**config.mk**
```make
export PLATFORM = sky130hd
export DESIGN_NAME = chip8_execute_unit_flat
export DESIGN_NICKNAME = d
export VERILOG_FILES = /design/src/rtl/c8eu_pkg.sv /design/src/rtl/c8eu_if.sv /design/src/rtl/c8eu_ctrl.sv /design/src/rtl/c8eu_datapath.sv /design/src/rtl/c8eu_rsp_reg.sv /design/src/rtl/chip8_execute_unit.sv /design/src/flat_wrapper.sv
export SDC_FILE = /design/constraint.sdc
export NUM_CORES = 1
export LEC_CHECK = 0
export BUFFER_PORTS_ARGS = -buffer_cell sky130_fd_sc_hd__buf_4
export CORE_MARGIN = 4
export CORE_UTILIZATION = 40
export CTS_CLUSTER_DIAMETER = 80
export DETAILED_ROUTE_END_ITERATION = 10
export GPL_TIMING_DRIVEN = 0
export MAX_ROUTING_LAYER = met4
export PLACE_DENSITY = 0.65
export SYNTH_ARGS = -nofsm -noshare
export SYNTH_HDL_FRONTEND = slang
export SYNTH_SLANG_ARGS = --single-unit
```
**constraint.sdc**
```tcl
create_clock -name clock -period 5.6 [get_ports clock]
set_input_delay 0.56 -clock clock [delete_from_list [all_inputs] [get_ports clock]]
set_output_delay 0.56 -clock clock [all_outputs]
set_load 0.01 [all_outputs]
```
**src/rtl/c8eu_pkg.sv**
```systemverilog
package c8eu_pkg;

   localparam int STACK_DEPTH_DEFAULT = 16;
   localparam int FLAG_REGS_DEFAULT   = 8;
   localparam logic [15:0] PC_RESET   = 16'h0200;
   localparam logic [16:0] INDEX_LIMIT = 17'd999;

   typedef enum logic [2:0] {
      ST_OK      = 3'd0,
      ST_UNDEF   = 3'd1,
      ST_OUTSIDE = 3'd2,
      ST_STACK   = 3'd3,
      ST_WAIT    = 3'd4
   } status_type;

   typedef enum logic [1:0] {
      CSR_VF_RESET  = 2'd0,
      CSR_SHIFT     = 2'd1,
      CSR_JUMP_VX   = 2'd2,
      CSR_INDEX_OVF = 2'd3
   } csr_index_type;

   typedef enum logic [2:0] {
      FSM_IDLE,
      FSM_EXEC,
      FSM_SAVE,
      FSM_RESTORE,
      FSM_DONE
   } fsm_state_type;

   typedef struct packed {
      logic [15:0] instr;
      logic [15:0] keys_held;
      logic [4:0]  released_key;
      logic [7:0]  rand_byte;
   } req_payload_type;

   typedef struct packed {
      logic [2:0]  status;
      logic [15:0] pc_out;
      logic [15:0] index_out;
      logic [3:0]  dest_reg;
      logic [7:0]  dest_value;
      logic [7:0]  flag_value;
      logic        skipped;
      logic [7:0]  delay_value;
      logic        sound_on;
   } rsp_payload_type;

   typedef struct packed {
      logic       vf_reset_quirk;
      logic       shift_in_place;
      logic       jump_with_vx;
      logic       index_overflow_quirk;
   } quirk_type;

   // controller to datapath
   typedef struct packed {
      logic load;     // capture request
      logic tick;     // run timers
      logic exec;     // execute captured instruction
      logic save;     // copy one flag register out
      logic restore;  // copy one flag register in
      logic [3:0] walk;
      logic emit;     // load result into response register
   } dp_cmd_type;

   // datapath to controller
   typedef struct packed {
      logic save_op;
      logic restore_op;
      logic [3:0] walk_last;
   } dp_status_type;

   typedef struct packed {
      logic        op;
      req_payload_type payload;
   } req_item_type;

endpackage

```
**src/rtl/c8eu_if.sv**
```systemverilog
interface c8eu_req_if;
   import c8eu_pkg::*;
   logic         valid;
   logic         ready;
   logic         op;
   logic [15:0]  instr;
   logic [15:0]  keys_held;
   logic [4:0]   released_key;
   logic [7:0]   rand_byte;
   modport source (output valid, op, instr, keys_held, released_key, rand_byte, input ready);
   modport sink   (input valid, op, instr, keys_held, released_key, rand_byte, output ready);
endinterface

interface c8eu_rsp_if;
   logic         valid;
   logic         ready;
   logic [2:0]   status;
   logic [15:0]  pc_out;
   logic [15:0]  index_out;
   logic [3:0]   dest_reg;
   logic [7:0]   dest_value;
   logic [7:0]   flag_value;
   logic         skipped;
   logic [7:0]   delay_value;
   logic         sound_on;
   modport source (output valid, status, pc_out, index_out, dest_reg, dest_value, flag_value,
                   skipped, delay_value, sound_on, input ready);
   modport sink   (input valid, status, pc_out, index_out, dest_reg, dest_value, flag_value,
                   skipped, delay_value, sound_on, output ready);
endinterface

interface c8eu_csr_if;
   logic         valid;
   logic         ready;
   logic [1:0]   index;
   logic         data;
   modport source (output valid, index, data, input ready);
   modport sink   (input valid, index, data, output ready);
endinterface

```
**src/rtl/c8eu_ctrl.sv**
```systemverilog
module c8eu_ctrl (
   input  logic                     clock,
   input  logic                     reset,
   input  logic                     req_valid,
   input  logic                     req_op,
   output logic                     req_ready,
   input  logic                     rsp_slot_free,
   input  c8eu_pkg::dp_status_type  status_in,
   output c8eu_pkg::dp_cmd_type     cmd,
   output c8eu_pkg::fsm_state_type  state_out
);
   import c8eu_pkg::*;

   fsm_state_type state_ff, state_in;
   logic [3:0]    walk_ff, walk_in;
   logic          tick_ff, tick_in;

   always_ff @(posedge clock) begin
      if (reset) begin
         state_ff <= FSM_IDLE;
         walk_ff  <= '0;
         tick_ff  <= 1'b0;
      end else begin
         state_ff <= state_in;
         walk_ff  <= walk_in;
         tick_ff  <= tick_in;
      end
   end

   always_comb begin
      state_in  = state_ff;
      walk_in   = walk_ff;
      tick_in   = tick_ff;
      req_ready = 1'b0;
      cmd       = '0;
      cmd.walk  = walk_ff;
      unique case (state_ff)
         FSM_IDLE: begin
            req_ready = 1'b1;
            if (req_valid) begin
               cmd.load = 1'b1;
               tick_in  = req_op;
               state_in = FSM_EXEC;
            end
         end
         FSM_EXEC: begin
            walk_in = '0;
            if (tick_ff) begin
               cmd.tick = 1'b1;
               state_in = FSM_DONE;
            end else if (status_in.save_op) begin
               state_in = FSM_SAVE;
            end else if (status_in.restore_op) begin
               state_in = FSM_RESTORE;
            end else begin
               cmd.exec = 1'b1;
               state_in = FSM_DONE;
            end
         end
         FSM_SAVE: begin
            cmd.save = 1'b1;
            walk_in  = walk_ff + 4'd1;
            if (walk_ff == status_in.walk_last) state_in = FSM_DONE;
         end
         FSM_RESTORE: begin
            cmd.restore = 1'b1;
            walk_in     = walk_ff + 4'd1;
            if (walk_ff == status_in.walk_last) state_in = FSM_DONE;
         end
         FSM_DONE: begin
            if (rsp_slot_free) begin
               cmd.emit = 1'b1;
               state_in = FSM_IDLE;
            end
         end
         default: state_in = FSM_IDLE;
      endcase
   end

   assign state_out = state_ff;
endmodule

```
**src/rtl/c8eu_datapath.sv**
```systemverilog
module c8eu_datapath #(
   parameter int STACK_DEPTH = c8eu_pkg::STACK_DEPTH_DEFAULT,
   parameter int FLAG_REGS   = c8eu_pkg::FLAG_REGS_DEFAULT
) (
   input  logic                      clock,
   input  logic                      reset,
   input  c8eu_pkg::dp_cmd_type      cmd,
   input  c8eu_pkg::req_payload_type req_in,
   input  c8eu_pkg::quirk_type       quirk,
   output c8eu_pkg::dp_status_type   status_out,
   output c8eu_pkg::rsp_payload_type result,
   output logic [$clog2(STACK_DEPTH+1)-1:0] level_out
);
   import c8eu_pkg::*;

   localparam int LW = $clog2(STACK_DEPTH + 1);
   localparam int SW = (STACK_DEPTH > 1) ? $clog2(STACK_DEPTH) : 1;
   localparam int FW = (FLAG_REGS > 1) ? $clog2(FLAG_REGS) : 1;
   localparam logic [4:0] FLAG_LAST = 5'(FLAG_REGS - 1);

   req_payload_type req_ff;
   logic [7:0]  gp_ff [16];
   logic [7:0]  saved_ff [FLAG_REGS];
   logic [15:0] stack_mem [STACK_DEPTH];
   logic [15:0] pc_ff, index_ff;
   logic [7:0]  delay_ff, sound_ff;
   logic [LW-1:0] level_ff;
   logic [2:0]  status_ff;
   logic [3:0]  dreg_ff;
   logic        dwr_ff;
   logic        skip_ff;

   logic [3:0]  hi, x, y, n;
   logic [7:0]  nn, vx, vy;
   logic [11:0] nnn;
   logic [4:0]  cnt_last;

   assign hi  = req_ff.instr[15:12];
   assign x   = req_ff.instr[11:8];
   assign y   = req_ff.instr[7:4];
   assign n   = req_ff.instr[3:0];
   assign nn  = req_ff.instr[7:0];
   assign nnn = req_ff.instr[11:0];
   assign vx  = gp_ff[x];
   assign vy  = gp_ff[y];
   assign cnt_last = ({1'b0, x} > FLAG_LAST) ? FLAG_LAST : {1'b0, x};

   assign status_out.save_op    = (hi == 4'hF) && (nn == 8'h75);
   assign status_out.restore_op = (hi == 4'hF) && (nn == 8'h85);
   assign status_out.walk_last  = cnt_last[3:0];

   // combinational execute results
   logic [2:0]  e_status;
   logic [15:0] e_pc, e_index;
   logic        e_wr, e_vf_wr, e_skip, e_push, e_pop, e_dt_wr, e_st_wr;
   logic [7:0]  e_res, e_vf;
   logic [15:0] pc_inc, ret_pc;
   logic [8:0]  sum9;
   logic [7:0]  src;
   logic        held;
   logic [16:0] isum;

   assign pc_inc = pc_ff + 16'd2;
   assign ret_pc = (level_ff != '0) ? stack_mem[SW'(level_ff - LW'(1))] : 16'h0;

   always_comb begin
      e_status = ST_OK;
      e_pc     = pc_inc;
      e_index  = index_ff;
      e_wr     = 1'b0;
      e_vf_wr  = 1'b0;
      e_vf     = 8'h00;
      e_res    = 8'h00;
      e_skip   = 1'b0;
      e_push   = 1'b0;
      e_pop    = 1'b0;
      e_dt_wr  = 1'b0;
      e_st_wr  = 1'b0;
      sum9     = 9'd0;
      src      = quirk.shift_in_place ? vx : vy;
      held     = (vx < 8'd16) && req_ff.keys_held[vx[3:0]];
      isum     = {1'b0, index_ff} + {9'd0, vx};
      case (hi)
         4'h0: begin
            if (nn == 8'hEE) begin
               if (level_ff == '0) e_status = ST_STACK;
               else begin
                  e_pop = 1'b1;
                  e_pc  = ret_pc;
               end
            end else if (nn == 8'hFD) begin
               e_pc = pc_ff;
            end else if (nn == 8'hE0 || nn == 8'hFF || nn == 8'hFE || nn == 8'hFB ||
                         nn == 8'hFC || y == 4'hC) begin
               e_status = ST_OUTSIDE;
            end else e_status = ST_UNDEF;
         end
         4'h1: e_pc = {4'h0, nnn};
         4'h2: begin
            if (level_ff >= LW'(STACK_DEPTH)) e_status = ST_STACK;
            else begin
               e_push = 1'b1;
               e_pc   = {4'h0, nnn};
            end
         end
         4'h3: e_skip = (vx == nn);
         4'h4: e_skip = (vx != nn);
         4'h5: e_skip = (vx == vy);
         4'h6: begin e_res = nn; e_wr = 1'b1; end
         4'h7: begin e_res = vx + nn; e_wr = 1'b1; end
         4'h8: begin
            case (n)
               4'h0: begin e_res = vy; e_wr = 1'b1; end
               4'h1, 4'h2, 4'h3: begin
                  e_res   = (n == 4'h1) ? (vx | vy) : (n == 4'h2) ? (vx & vy) : (vx ^ vy);
                  e_wr    = 1'b1;
                  e_vf_wr = quirk.vf_reset_quirk;
               end
               4'h4: begin
                  sum9 = {1'b0, vx} + {1'b0, vy};
                  e_res = sum9[7:0]; e_vf = {7'd0, sum9[8]};
                  e_wr = 1'b1; e_vf_wr = 1'b1;
               end
               4'h5: begin
                  e_res = vx - vy; e_vf = {7'd0, vx >= vy};
                  e_wr = 1'b1; e_vf_wr = 1'b1;
               end
               4'h7: begin
                  e_res = vy - vx; e_vf = {7'd0, vy >= vx};
                  e_wr = 1'b1; e_vf_wr = 1'b1;
               end
               4'h6: begin
                  e_res = {1'b0, src[7:1]}; e_vf = {7'd0, src[0]};
                  e_wr = 1'b1; e_vf_wr = 1'b1;
               end
               4'hE: begin
                  e_res = {src[6:0], 1'b0}; e_vf = {7'd0, src[7]};
                  e_wr = 1'b1; e_vf_wr = 1'b1;
               end
               default: e_status = ST_UNDEF;
            endcase
         end
         4'h9: e_skip = (vx != vy);
         4'hA: e_index = {4'h0, nnn};
         4'hB: e_pc = {4'h0, nnn} + {8'h00, (quirk.jump_with_vx ? vx : gp_ff[0])};
         4'hC: begin e_res = req_ff.rand_byte & nn; e_wr = 1'b1; end
         4'hD: e_status = ST_OUTSIDE;
         4'hE: begin
            if (nn == 8'h9E) e_skip = held;
            else if (nn == 8'hA1) e_skip = !held;
            else e_status = ST_UNDEF;
         end
         default: begin
            case (nn)
               8'h07: begin e_res = delay_ff; e_wr = 1'b1; end
               8'h0A: begin
                  if (req_ff.released_key[4]) begin
                     e_pc = pc_ff; e_status = ST_WAIT;
                  end else begin
                     e_res = {4'h0, req_ff.released_key[3:0]}; e_wr = 1'b1;
                  end
               end
               8'h15: e_dt_wr = 1'b1;
               8'h18: e_st_wr = 1'b1;
               8'h1E: begin
                  e_index = isum[15:0];
                  e_vf_wr = quirk.index_overflow_quirk && (isum > INDEX_LIMIT);
               end
               8'h29, 8'h30, 8'h33, 8'h55, 8'h65: e_status = ST_OUTSIDE;
               default: e_status = ST_UNDEF;
            endcase
         end
      endcase
      if (e_skip) e_pc = pc_inc + 16'd2;
   end

   always_ff @(posedge clock) begin
      if (cmd.load) req_ff <= req_in;
      if (cmd.exec && e_push) stack_mem[SW'(level_ff)] <= pc_inc;
   end

   always_ff @(posedge clock) begin
      if (reset) begin
         for (int i = 0; i < 16; i++) gp_ff[i] <= 8'h00;
         for (int i = 0; i < FLAG_REGS; i++) saved_ff[i] <= 8'h00;
         pc_ff     <= PC_RESET;
         index_ff  <= 16'h0;
         delay_ff  <= 8'h00;
         sound_ff  <= 8'h00;
         level_ff  <= '0;
         status_ff <= ST_OK;
         dreg_ff   <= 4'h0;
         dwr_ff    <= 1'b0;
         skip_ff   <= 1'b0;
      end else begin
         if (cmd.tick) begin
            if (delay_ff != 8'h00) delay_ff <= delay_ff - 8'd1;
            if (sound_ff != 8'h00) sound_ff <= sound_ff - 8'd1;
            status_ff <= ST_OK; dreg_ff <= 4'h0; dwr_ff <= 1'b0; skip_ff <= 1'b0;
         end
         if (cmd.exec) begin
            pc_ff     <= e_pc;
            index_ff  <= e_index;
            status_ff <= e_status;
            skip_ff   <= e_skip;
            dreg_ff   <= e_wr ? x : 4'h0;
            dwr_ff    <= e_wr;
            // the flag wins when x is VF
            if (e_wr && !(e_vf_wr && x == 4'hF)) gp_ff[x] <= e_res;
            if (e_vf_wr) gp_ff[15] <= e_vf;
            if (e_dt_wr) delay_ff <= vx;
            if (e_st_wr) sound_ff <= vx;
            if (e_push) level_ff <= level_ff + LW'(1);
            if (e_pop)  level_ff <= level_ff - LW'(1);
         end
         if (cmd.save || cmd.restore) begin
            // flag walks: the x-nibble decode leaves pc advanced only
            pc_ff     <= (cmd.walk == 4'h0) ? pc_inc : pc_ff;
            status_ff <= ST_OK;
            skip_ff   <= 1'b0;
            dreg_ff   <= cmd.restore ? cmd.walk : 4'h0;
            dwr_ff    <= cmd.restore;
         end
         if (cmd.save) saved_ff[FW'(cmd.walk)] <= gp_ff[cmd.walk];
         if (cmd.restore) gp_ff[cmd.walk] <= saved_ff[FW'(cmd.walk)];
      end
   end

   assign result.status      = status_ff;
   assign result.pc_out      = pc_ff;
   assign result.index_out   = index_ff;
   assign result.dest_reg    = dreg_ff;
   assign result.dest_value  = dwr_ff ? gp_ff[dreg_ff] : 8'h00;
   assign result.flag_value  = gp_ff[15];
   assign result.skipped     = skip_ff;
   assign result.delay_value = delay_ff;
   assign result.sound_on    = (sound_ff != 8'h00);
   assign level_out          = level_ff;
endmodule

```
**src/rtl/c8eu_rsp_reg.sv**
```systemverilog
module c8eu_rsp_reg (
   input  logic                      clock,
   input  logic                      reset,
   input  logic                      load,
   input  c8eu_pkg::rsp_payload_type data_in,
   output logic                      slot_free,
   output logic                      valid,
   input  logic                      ready,
   output c8eu_pkg::rsp_payload_type data_out
);
   import c8eu_pkg::*;

   logic            valid_ff;
   rsp_payload_type data_ff;

   always_ff @(posedge clock) begin
      if (reset) valid_ff <= 1'b0;
      else if (load) valid_ff <= 1'b1;
      else if (ready) valid_ff <= 1'b0;
   end

   always_ff @(posedge clock) begin
      if (load) data_ff <= data_in;
   end

   assign slot_free = !valid_ff || ready;
   assign valid     = valid_ff;
   assign data_out  = data_ff;
endmodule

```
**src/rtl/chip8_execute_unit.sv**
```systemverilog
// Interpreter core for one CHIP-8 style instruction per request transaction: a tick
// transaction (op 1) decrements the timers; an execute transaction advances pc, runs the
// word and returns one response transaction with status, pc, I, the written register, VF
// and timer view. Fx75 and Fx85 walk min(x+1, FLAG_REGS) flag registers one per cycle.
// A new request is taken only once the previous response has been loaded into the output
// register; a response left waiting there holds the unit in its done state. Memory,
// display and font opcodes answer "left to outside" and touch no state but pc, which
// advances. The user must write quirk bits on the csr channel only while the unit is
// idle; the block itself does not enforce this.
module chip8_execute_unit #(
   parameter int STACK_DEPTH = c8eu_pkg::STACK_DEPTH_DEFAULT,
   parameter int FLAG_REGS   = c8eu_pkg::FLAG_REGS_DEFAULT
) (
   input logic clock,
   input logic reset,
   c8eu_req_if.sink   req,
   c8eu_rsp_if.source rsp,
   c8eu_csr_if.sink   csr
);
   import c8eu_pkg::*;

   localparam int LEVEL_W = $clog2(STACK_DEPTH + 1);

   dp_cmd_type      cmd;
   dp_status_type   dp_status;
   fsm_state_type   state;
   req_payload_type req_payload;
   rsp_payload_type dp_result, rsp_data;
   quirk_type       quirk_ff;
   logic            slot_free;
   logic [LEVEL_W-1:0] level;

   // quirk registers; the port always takes writes
   assign csr.ready = 1'b1;
   always_ff @(posedge clock) begin
      if (reset) begin
         quirk_ff <= '{vf_reset_quirk: 1'b1, shift_in_place: 1'b0,
                       jump_with_vx: 1'b0, index_overflow_quirk: 1'b0};
      end else if (csr.valid) begin
         unique case (csr_index_type'(csr.index))
            CSR_VF_RESET:  quirk_ff.vf_reset_quirk       <= csr.data;
            CSR_SHIFT:     quirk_ff.shift_in_place       <= csr.data;
            CSR_JUMP_VX:   quirk_ff.jump_with_vx         <= csr.data;
            CSR_INDEX_OVF: quirk_ff.index_overflow_quirk <= csr.data;
            default: ;
         endcase
      end
   end

   assign req_payload.instr        = req.instr;
   assign req_payload.keys_held    = req.keys_held;
   assign req_payload.released_key = req.released_key;
   assign req_payload.rand_byte    = req.rand_byte;

   c8eu_ctrl u_ctrl (
      .clock, .reset,
      .req_valid(req.valid), .req_op(req.op), .req_ready(req.ready),
      .rsp_slot_free(slot_free), .status_in(dp_status), .cmd, .state_out(state)
   );

   c8eu_datapath #(.STACK_DEPTH(STACK_DEPTH), .FLAG_REGS(FLAG_REGS)) u_dp (
      .clock, .reset, .cmd, .req_in(req_payload), .quirk(quirk_ff),
      .status_out(dp_status), .result(dp_result), .level_out(level)
   );

   // hold the response transaction until the sink takes it
   c8eu_rsp_reg u_rsp (
      .clock, .reset, .load(cmd.emit), .data_in(dp_result),
      .slot_free, .valid(rsp.valid), .ready(rsp.ready), .data_out(rsp_data)
   );

   assign rsp.status      = rsp_data.status;
   assign rsp.pc_out      = rsp_data.pc_out;
   assign rsp.index_out   = rsp_data.index_out;
   assign rsp.dest_reg    = rsp_data.dest_reg;
   assign rsp.dest_value  = rsp_data.dest_value;
   assign rsp.flag_value  = rsp_data.flag_value;
   assign rsp.skipped     = rsp_data.skipped;
   assign rsp.delay_value = rsp_data.delay_value;
   assign rsp.sound_on    = rsp_data.sound_on;

   // stack level never exceeds its depth
   a_level: assert property (@(posedge clock) disable iff (reset)
      level <= LEVEL_W'(STACK_DEPTH))
      else $error("stack level out of range");

   // only idle state takes a request
   a_ready: assert property (@(posedge clock) disable iff (reset)
      req.ready |-> state == FSM_IDLE)
      else $error("request taken outside idle");

   // a loaded response raises valid
   a_emit: assert property (@(posedge clock) disable iff (reset)
      cmd.emit |=> rsp.valid)
      else $error("response lost");
endmodule

```
**src/flat_wrapper.sv**
```systemverilog
// flat-port wrapper written by rule: the top's interface ports become plain ports
module chip8_execute_unit_flat import c8eu_pkg::*;
#(
   parameter int STACK_DEPTH = c8eu_pkg::STACK_DEPTH_DEFAULT,
   parameter int FLAG_REGS   = c8eu_pkg::FLAG_REGS_DEFAULT
)
  (clock, reset, req_valid, req_op, req_instr, req_keys_held, req_released_key, req_rand_byte, req_ready, rsp_valid, rsp_status, rsp_pc_out, rsp_index_out, rsp_dest_reg, rsp_dest_value, rsp_flag_value, rsp_skipped, rsp_delay_value, rsp_sound_on, rsp_ready, csr_valid, csr_index, csr_data, csr_ready);
  c8eu_req_if req_i ();
  c8eu_rsp_if rsp_i ();
  c8eu_csr_if csr_i ();
  input logic clock;
  input logic reset;
  input wire logic [$bits(req_i.valid)-1:0] req_valid;
  input wire logic [$bits(req_i.op)-1:0] req_op;
  input wire logic [$bits(req_i.instr)-1:0] req_instr;
  input wire logic [$bits(req_i.keys_held)-1:0] req_keys_held;
  input wire logic [$bits(req_i.released_key)-1:0] req_released_key;
  input wire logic [$bits(req_i.rand_byte)-1:0] req_rand_byte;
  output wire logic [$bits(req_i.ready)-1:0] req_ready;
  output wire logic [$bits(rsp_i.valid)-1:0] rsp_valid;
  output wire logic [$bits(rsp_i.status)-1:0] rsp_status;
  output wire logic [$bits(rsp_i.pc_out)-1:0] rsp_pc_out;
  output wire logic [$bits(rsp_i.index_out)-1:0] rsp_index_out;
  output wire logic [$bits(rsp_i.dest_reg)-1:0] rsp_dest_reg;
  output wire logic [$bits(rsp_i.dest_value)-1:0] rsp_dest_value;
  output wire logic [$bits(rsp_i.flag_value)-1:0] rsp_flag_value;
  output wire logic [$bits(rsp_i.skipped)-1:0] rsp_skipped;
  output wire logic [$bits(rsp_i.delay_value)-1:0] rsp_delay_value;
  output wire logic [$bits(rsp_i.sound_on)-1:0] rsp_sound_on;
  input wire logic [$bits(rsp_i.ready)-1:0] rsp_ready;
  input wire logic [$bits(csr_i.valid)-1:0] csr_valid;
  input wire logic [$bits(csr_i.index)-1:0] csr_index;
  input wire logic [$bits(csr_i.data)-1:0] csr_data;
  output wire logic [$bits(csr_i.ready)-1:0] csr_ready;
  assign req_i.valid = req_valid;
  assign req_i.op = req_op;
  assign req_i.instr = req_instr;
  assign req_i.keys_held = req_keys_held;
  assign req_i.released_key = req_released_key;
  assign req_i.rand_byte = req_rand_byte;
  assign req_ready = req_i.ready;
  assign rsp_valid = rsp_i.valid;
  assign rsp_status = rsp_i.status;
  assign rsp_pc_out = rsp_i.pc_out;
  assign rsp_index_out = rsp_i.index_out;
  assign rsp_dest_reg = rsp_i.dest_reg;
  assign rsp_dest_value = rsp_i.dest_value;
  assign rsp_flag_value = rsp_i.flag_value;
  assign rsp_skipped = rsp_i.skipped;
  assign rsp_delay_value = rsp_i.delay_value;
  assign rsp_sound_on = rsp_i.sound_on;
  assign rsp_i.ready = rsp_ready;
  assign csr_i.valid = csr_valid;
  assign csr_i.index = csr_index;
  assign csr_i.data = csr_data;
  assign csr_ready = csr_i.ready;
  chip8_execute_unit #(.STACK_DEPTH(STACK_DEPTH), .FLAG_REGS(FLAG_REGS)) u_core (.clock(clock), .reset(reset), .req(req_i), .rsp(rsp_i), .csr(csr_i));
endmodule
```
==> results of run 1 <==
-- final cells by class --
type	instances	area, um2	area share, %
Clock inverter	46	668	1.71
Tap cell	1080	1350	3.47
Clock buffer	87	1910	4.90
Timing Repair Buffer	142	1120	2.87
Inverter	62	240	0.616
Sequential cell	645	18500	47.5
Multi-Input combinational cell	1669	14500	37.1
Antenna cell	3	7.51	0.0193
Buffer	155	709	1.82
-- repair_timing --
| action | 4_1_cts | 5_1_grt |
|---|---|---|
| pin swaps | 2 | 2 |
| gates resized for setup | 61 | 31 |
| buffers inserted | 15 | 4 |
| setup endpoints to repair | 185 | 126 |
| hold buffers | 0 | 0 |
-- critical path, cell delays in order (launching register included) --
cell and delay [ps]:
dfxtp_1 330, buf_6 190, buf_8 200, buf_8 220
mux4_2 620, mux4_2 570, buf_4 240, ha_1 330
or4_1 550, nor4_2 260, nand2_1 150, a21oi_4 290
o31a_4 290, nand2_2 180, buf_4 280, nor3_1 290
a31oi_1 80, a32o_1 290
-- cell usage after synthesis (20+ instances only) --
cell,instances
nand3_1,45
xor2_1,29
xnor2_1,30
mux2_2,38
ha_1,66
inv_1,57
clkbuf_1,111
a211oi_1,47
o21ai_1,21
mux4_2,229
and3_1,20
nand2b_1,45
buf_1,34
a22oi_1,21
nor3_1,62
nand2_1,109
o21ai_0,51
a21oi_1,119
nor2_1,337
mux2i_1,66
dfxtp_1,87
edfxtp_1,558
nand4_1,20
nor2b_1,26
and2_1,32
-- cell families after synthesis --
family / after synthesis / share of synthesized area (%)
XOR/XNOR: 59 / 1.53
buffers and inverters: 224 / 2.63
other: 1 / 0.0111
AND/OR/NAND/NOR: 755 / 10.5
AO/OA/AOI/OAI: 447 / 8.99
multiplexers: 335 / 18.6
flip-flops: 645 / 54.9
adder cells (fa/ha/maj): 72 / 2.81
-- final timing paths --
check | start | depth (start not counted) | endpoint | slack [ps]
worst max-delay path | flop | 17 | u_core.u_dp.pc_ff[12] | 70
worst min-delay path | req_rand_byte[6] | 1 | u_core.u_dp.req_ff[6] | 90
worst max register to register | flop | 17 | u_core.u_dp.pc_ff[12] | 70
worst min register to register | u_core.u_dp.dreg_ff[1] | 0 | u_core.u_rsp.data_out[27] | 410
-- per-layer routing --
| layer | track usage, % | vias up |
|---|---|---|
| met5 | - | - |
| met2 | 40.2 | 1540 |
| met4 | 9.96 | 0 |
| met1 | 33.9 | 12300 |
| met3 | 6.07 | 245 |
| li1 | - | 10300 |
-- stage by stage --
| step | worst slack, ps | instances |
|---|---|---|
| after global placement | -1720 | 3738 |
| final | 71.5 | 3889 |
| after CTS | 5.33 | 3886 |
| after global routing | -2.88 | 3888 |
| after detailed placement | -1720 | 3741 |
| after floorplan | 744 | 2538 |
-- state kept, by name, indices dropped and copies added (netlist names), 4 cells and up, named ones only --
name	cells
u_core.u_dp.n	4
u_core.u_dp.level_out	5
u_core.u_ctrl.walk_ff	4
u_core.u_dp.gp_ff	128
u_core.u_dp.pc_ff	16
u_core.quirk_ff	4
u_core.u_rsp.data_out	65
u_core.u_dp.nn	4
u_core.u_dp.saved_ff	64
u_core.u_dp.req_ff	29
u_core.u_dp.hi	4
u_core.u_dp.sound_ff	8
u_core.u_dp.dreg_ff	4
u_core.u_dp.delay_ff	8
u_core.u_dp.index_ff	16
u_core.u_dp.nnn	4
u_core.u_dp.stack_mem	256
-- power by group through the flow --
stage | Clock (W) | Sequential (W) | Combinational, W
3_3_place_gp | 0 | 0.00564 | 0.00243
4_1_cts | 0.00514 | 0.00554 | 0.00258
2_1_floorplan | 0 | 0.00559 | 0.00161
6_report | 0.00509 | 0.00555 | 0.00266
3_5_place_dp | 0 | 0.00563 | 0.00248
5_1_grt | 0.00538 | 0.00556 | 0.00282
==> impl_metrics.json, run 1 <==
{
  "status": "completed",
  "synthArstFlopShare_pct": 0,
  "ys.flop_type": "edfxtp_1",
  "drt-initial-drc-count": 3195,
  "grt_use_total_pct": 26.1,
  "final_max_slew_viol_count": 0,
  "synth_area_leaders": "edfxtp_1 50%, mux4_2 15%, dfxtp_1 5.2%",
  "synth_edf_count": 558,
  "netlist_area_mm2": 0.0337,
  "yosys.area.top_type_share_pct": 49.8,
  "final_layout_size_suffix_gt1_share_pct": 22.0,
  "tritoncts": "done",
  "syn_area_per_cell_um2": 13.3,
  "viasPerCell": 6.28,
  "h-tree-depth": 3,
  "seqPwrFrac_pct": 41.7,
  "fillers": 7254,
  "yosysSeqAreaShare_pct": 54.9,
  "drv_cap": 0,
  "worstMarginPinSlew_ps": 1260,
  "gr-total-overflow": 0,
  "synthesis.nets": 2664,
  "postRouteAntennaNets": 0,
  "pin_count": 122,
  "die_h_um": 298,
  "clkTransAtPathRegs_ps": 70,
  "cp.required_ps": 6140,
  "arrival_ps": 6070,
  "grt_max_degree": 41,
  "comb_power_share_pct": 20.0,
  "insertion_delay_ps": 660,
  "final_cell_mix": "558 x edfxtp_1, 333 x nor2_1, 229 x mux4_2, 144 x buf_4, 111 x a21oi_1",
  "port_buffers": 120,
  "die_w_um": 298,
  "finalClockSkew_ps": 59.3,
  "final_area_mm2": 0.0390,
  "clkPwrFrac_pct": 38.3,
  "hold_slack_ps": 86.9,
  "path_max_fanout": 10,
  "fmax_mhz": 181,
  "min_period_ps": 5530,
  "place_area_mm2": 0.0360,
  "vias": 24400,
  "grt_pass1_wl_um": 166000,
  "yosys.cell_types.count": 83,
  "p_sw_w": 0.00393,
  "wl_met2_um": 53000,
  "hold_viol_final": 0,
  "wl_met3_um": 12500,
  "setup-violations-final": 0,
  "cts_buffers": 73,
  "syn2layout_area_growth_pct": 15.7,
  "antenna_found_initial": 2,
  "finalSetupTns_ps": 0,
  "drc": 0,
  "wl_per_cell_um": 29.5,
  "power.share.switching_pct": 29.6,
  "synth_top_area_cell": "edfxtp_1",
  "finalCritPeriodShare_pct": 98.7,
  "power_w": 0.0133,
  "vdd_drop_max_mv": 0.217,
  "initial_core_util_pct": 40.3,
  "firstDrtPassIters": 9,
  "slew_headroom_pct": 15.8,
  "root_buffer": "clkbuf_16",
  "worstSetupPathType": "flop to flop",
  "total_leakage_power_nw": 13.2,
  "wirelength_um": 115000,
  "synth_warnings": 0,
  "wl_met1_um": 44600,
  "p_int_w": 0.00936,
  "top_layer_used": "met4",
  "dpl.hpwl_um": 81600,
  "final_nets": 2874,
  "ys_ff_latch": 645,
  "start_kind": "flop",
  "final_core_util_pct": 46.6,
  "clock_path_buffers": 3,
  "hold_class": "input pin to flop",
  "pwr_density_cell_mw_per_mm2": 341,
  "design.die.area_mm2": 0.0889,
  "gp_congestion": 0.998,
  "synthCells": 2538,
  "core-area_mm2": 0.0836,
  "clock_sinks": 645,
  "worst_setup_path_end_kind": "flop",
  "grt_pass1_vias": 24100,
  "fp-row-count": 106,
  "layout_commonest_cell": "edfxtp_1"
}
Power figures use the tool's default switching activity.
==> run 2, diff against run 1 <==
SETUP_SLACK_MARGIN = 0.4   (was not set)
SLEW_MARGIN = 0   (was not set)
==> run 2 against run 1 <==
Power up 1.5%. Utilization grew 0.83 points. Worst hold slack gained 4.5 ps. First-iteration DRC count decreased by 5.3%. Fmax up 8.5%. Critical endpoint is now u_core.u_dp.gp_ff[6][6]. Clock skew hardly changed. Register-to-register slack better by 430 ps. Clock power about the same. Sequential power about the same. Critical path type unchanged. Sequential share of layout area fell by 0.83 points. Largest power group unchanged. Die area is the same.
==> impl_metrics.json, run 2 (same netlist as run 1, synthesis figures left out) <==
{
  "fp-row-count": 106,
  "final_cell_mix": "558 x edfxtp_1, 332 x nor2_1, 229 x mux4_2, 170 x buf_4",
  "gp_congestion": 0.998,
  "path_max_fanout": 10,
  "worst_setup_path_end_kind": "flop",
  "pwr_density_cell_mw_per_mm2": 340,
  "final_nets": 2911,
  "clock_sinks": 645,
  "holdBufCountCts": 0,
  "finalCritPeriodShare_pct": 91.0,
  "final_layout_size_suffix_gt1_share_pct": 24.4,
  "total_leakage_power_nw": 13.5,
  "port_buffers": 120,
  "rsz0062_at_grt": "no",
  "viasPerCell": 6.27,
  "rr_worst_depth": 18,
  "clock_path_buffers": 3,
  "setup-violations-final": 0,
  "status": "completed",
  "initial_core_util_pct": 40.3,
  "worstMarginPinSlew_ps": 1250,
  "grt_max_degree": 41,
  "whs_path_depth": 1,
  "die_h_um": 298,
  "grt_pass1_wl_um": 167000,
  "die_w_um": 298,
  "wirelength_um": 115000,
  "wl_per_cell_um": 29.4,
  "clkTransAtPathRegs_ps": 60,
  "max_flop_register": "u_core.u_dp.stack_mem",
  "syn2layout_area_growth_pct": 17.8,
  "h-tree-depth": 3,
  "hp-start": "req_rand_byte[6]",
  "drv_cap": 0,
  "worstSetupPathType": "flop to flop",
  "final_cells": 3926,
  "worst_r2r_endpoint": "u_core.u_dp.gp_ff[6][6]",
  "start_kind": "flop",
  "cp.required_ps": 5950,
  "min_to": "u_core.u_dp.req_ff[6]",
  "arrival_ps": 5450,
  "grt_pass1_vias": 24200,
  "dpl.hpwl_um": 81600,
  "firstDrtPassIters": 8,
  "drc": 0,
  "largest_reg_flops": 256,
  "core-area_mm2": 0.0836,
  "postRouteAntennaNets": 0,
  "pin_count": 122,
  "cts_buffers": 73,
  "power_w": 0.0135,
  "hold_class": "input pin to flop",
  "hold_viol_final": 0,
  "fmax_mhz": 196,
  "dp_cells": 3741,
  "final_max_slew_viol_count": 0,
  "slew_headroom_pct": 16.5,
  "grt_use_total_pct": 26.2,
  "drt-initial-drc-count": 3025,
  "gr-total-overflow": 0,
  "layout_commonest_cell": "edfxtp_1",
  "finalClockSkew_ps": 59.6,
  "insertion_delay_ps": 660,
  "r2r_setup_slack_ps": 500,
  "min_period_ps": 5100,
  "tritoncts": "done",
  "root_buffer": "clkbuf_16",
  "vias": 24600,
  "hold_slack_ps": 91.4,
  "vdd_drop_max_mv": 0.215,
  "antenna_found_initial": 2,
  "design.die.area_mm2": 0.0889
}
run 2: final cells by class:
class                           instances  area [um2]
Antenna cell                            3        7.51
Buffer                                162         867
Clock buffer                           87        1910
Clock inverter                         46         668
Fill cell                            7210       43900
Inverter                               62         241
Multi-Input combinational cell       1669       14700
Sequential cell                       645       18500
Tap cell                             1080        1350
Timing Repair Buffer                  172        1400
run 2: power by group:
group / switching, W / internal [W]
logic: 0.00175 / 0.00112
registers: 0.000135 / 0.00541
clock network: 0.00212 / 0.00297
run 2: repair_timing:
item,4_1_cts,5_1_grt
gates resized for setup,122,61
pin swaps,6,12
hold endpoints to repair,0,0
cloned,0,2
setup endpoints to repair,278,225
buffers inserted,22,25
run 2: worst max-delay path, stage by stage, from the launching register on:
cell and delay (ps):
dfxtp_1 420, buf_4 270, mux4_2 330, mux4_2 640, buf_12 210, ha_1 220, fa_1 490, o21bai_1 210
a21oi_1 140, o21bai_1 200, a211oi_1 110, a221o_1 290, mux2i_2 210, nand3_2 160, a221o_1 360, a21oi_4 160
buf_12 150, buf_4 170, nor2_1 50
run 2: worst max-delay path by stage:
stage / end / startpoint / cells after the start / slack [ps]
after floorplan: u_core.u_dp.pc_ff[4] / u_core.u_dp.level_out[0] / 17 / 740
final: u_core.u_dp.gp_ff[6][6] / flop / 18 / 500
after global placement: u_core.u_dp.pc_ff[11] / flop / 17 / -1720
after CTS: u_core.u_dp.gp_ff[9][6] / flop / 17 / 400
after detailed placement: u_core.u_dp.pc_ff[11] / flop / 17 / -1720
after global routing: u_core.u_dp.gp_ff[15][6] / flop / 19 / 390
run 2: per-stage QoR:
stage          worst slack [ps]  cell area, um2  utilization, %  TNS [ps]
2_1_floorplan               744           33700               -         0
3_3_place_gp              -1720           35900            43.0   -104600
3_5_place_dp              -1720           36000            43.1   -116560
4_1_cts                     398           39100            46.8         0
5_1_grt                     393           39700            47.5         0
6_report                    504           39700            47.5         0
run 2: metal layers:
layer	GRT usage [%]	vias up	part of all wire (%)
met5	-	-	0
met4	9.73	0	4.3
met3	6.22	274	11
met2	40.6	1537	46
met1	33.9	12400	39
li1	-	10400	-
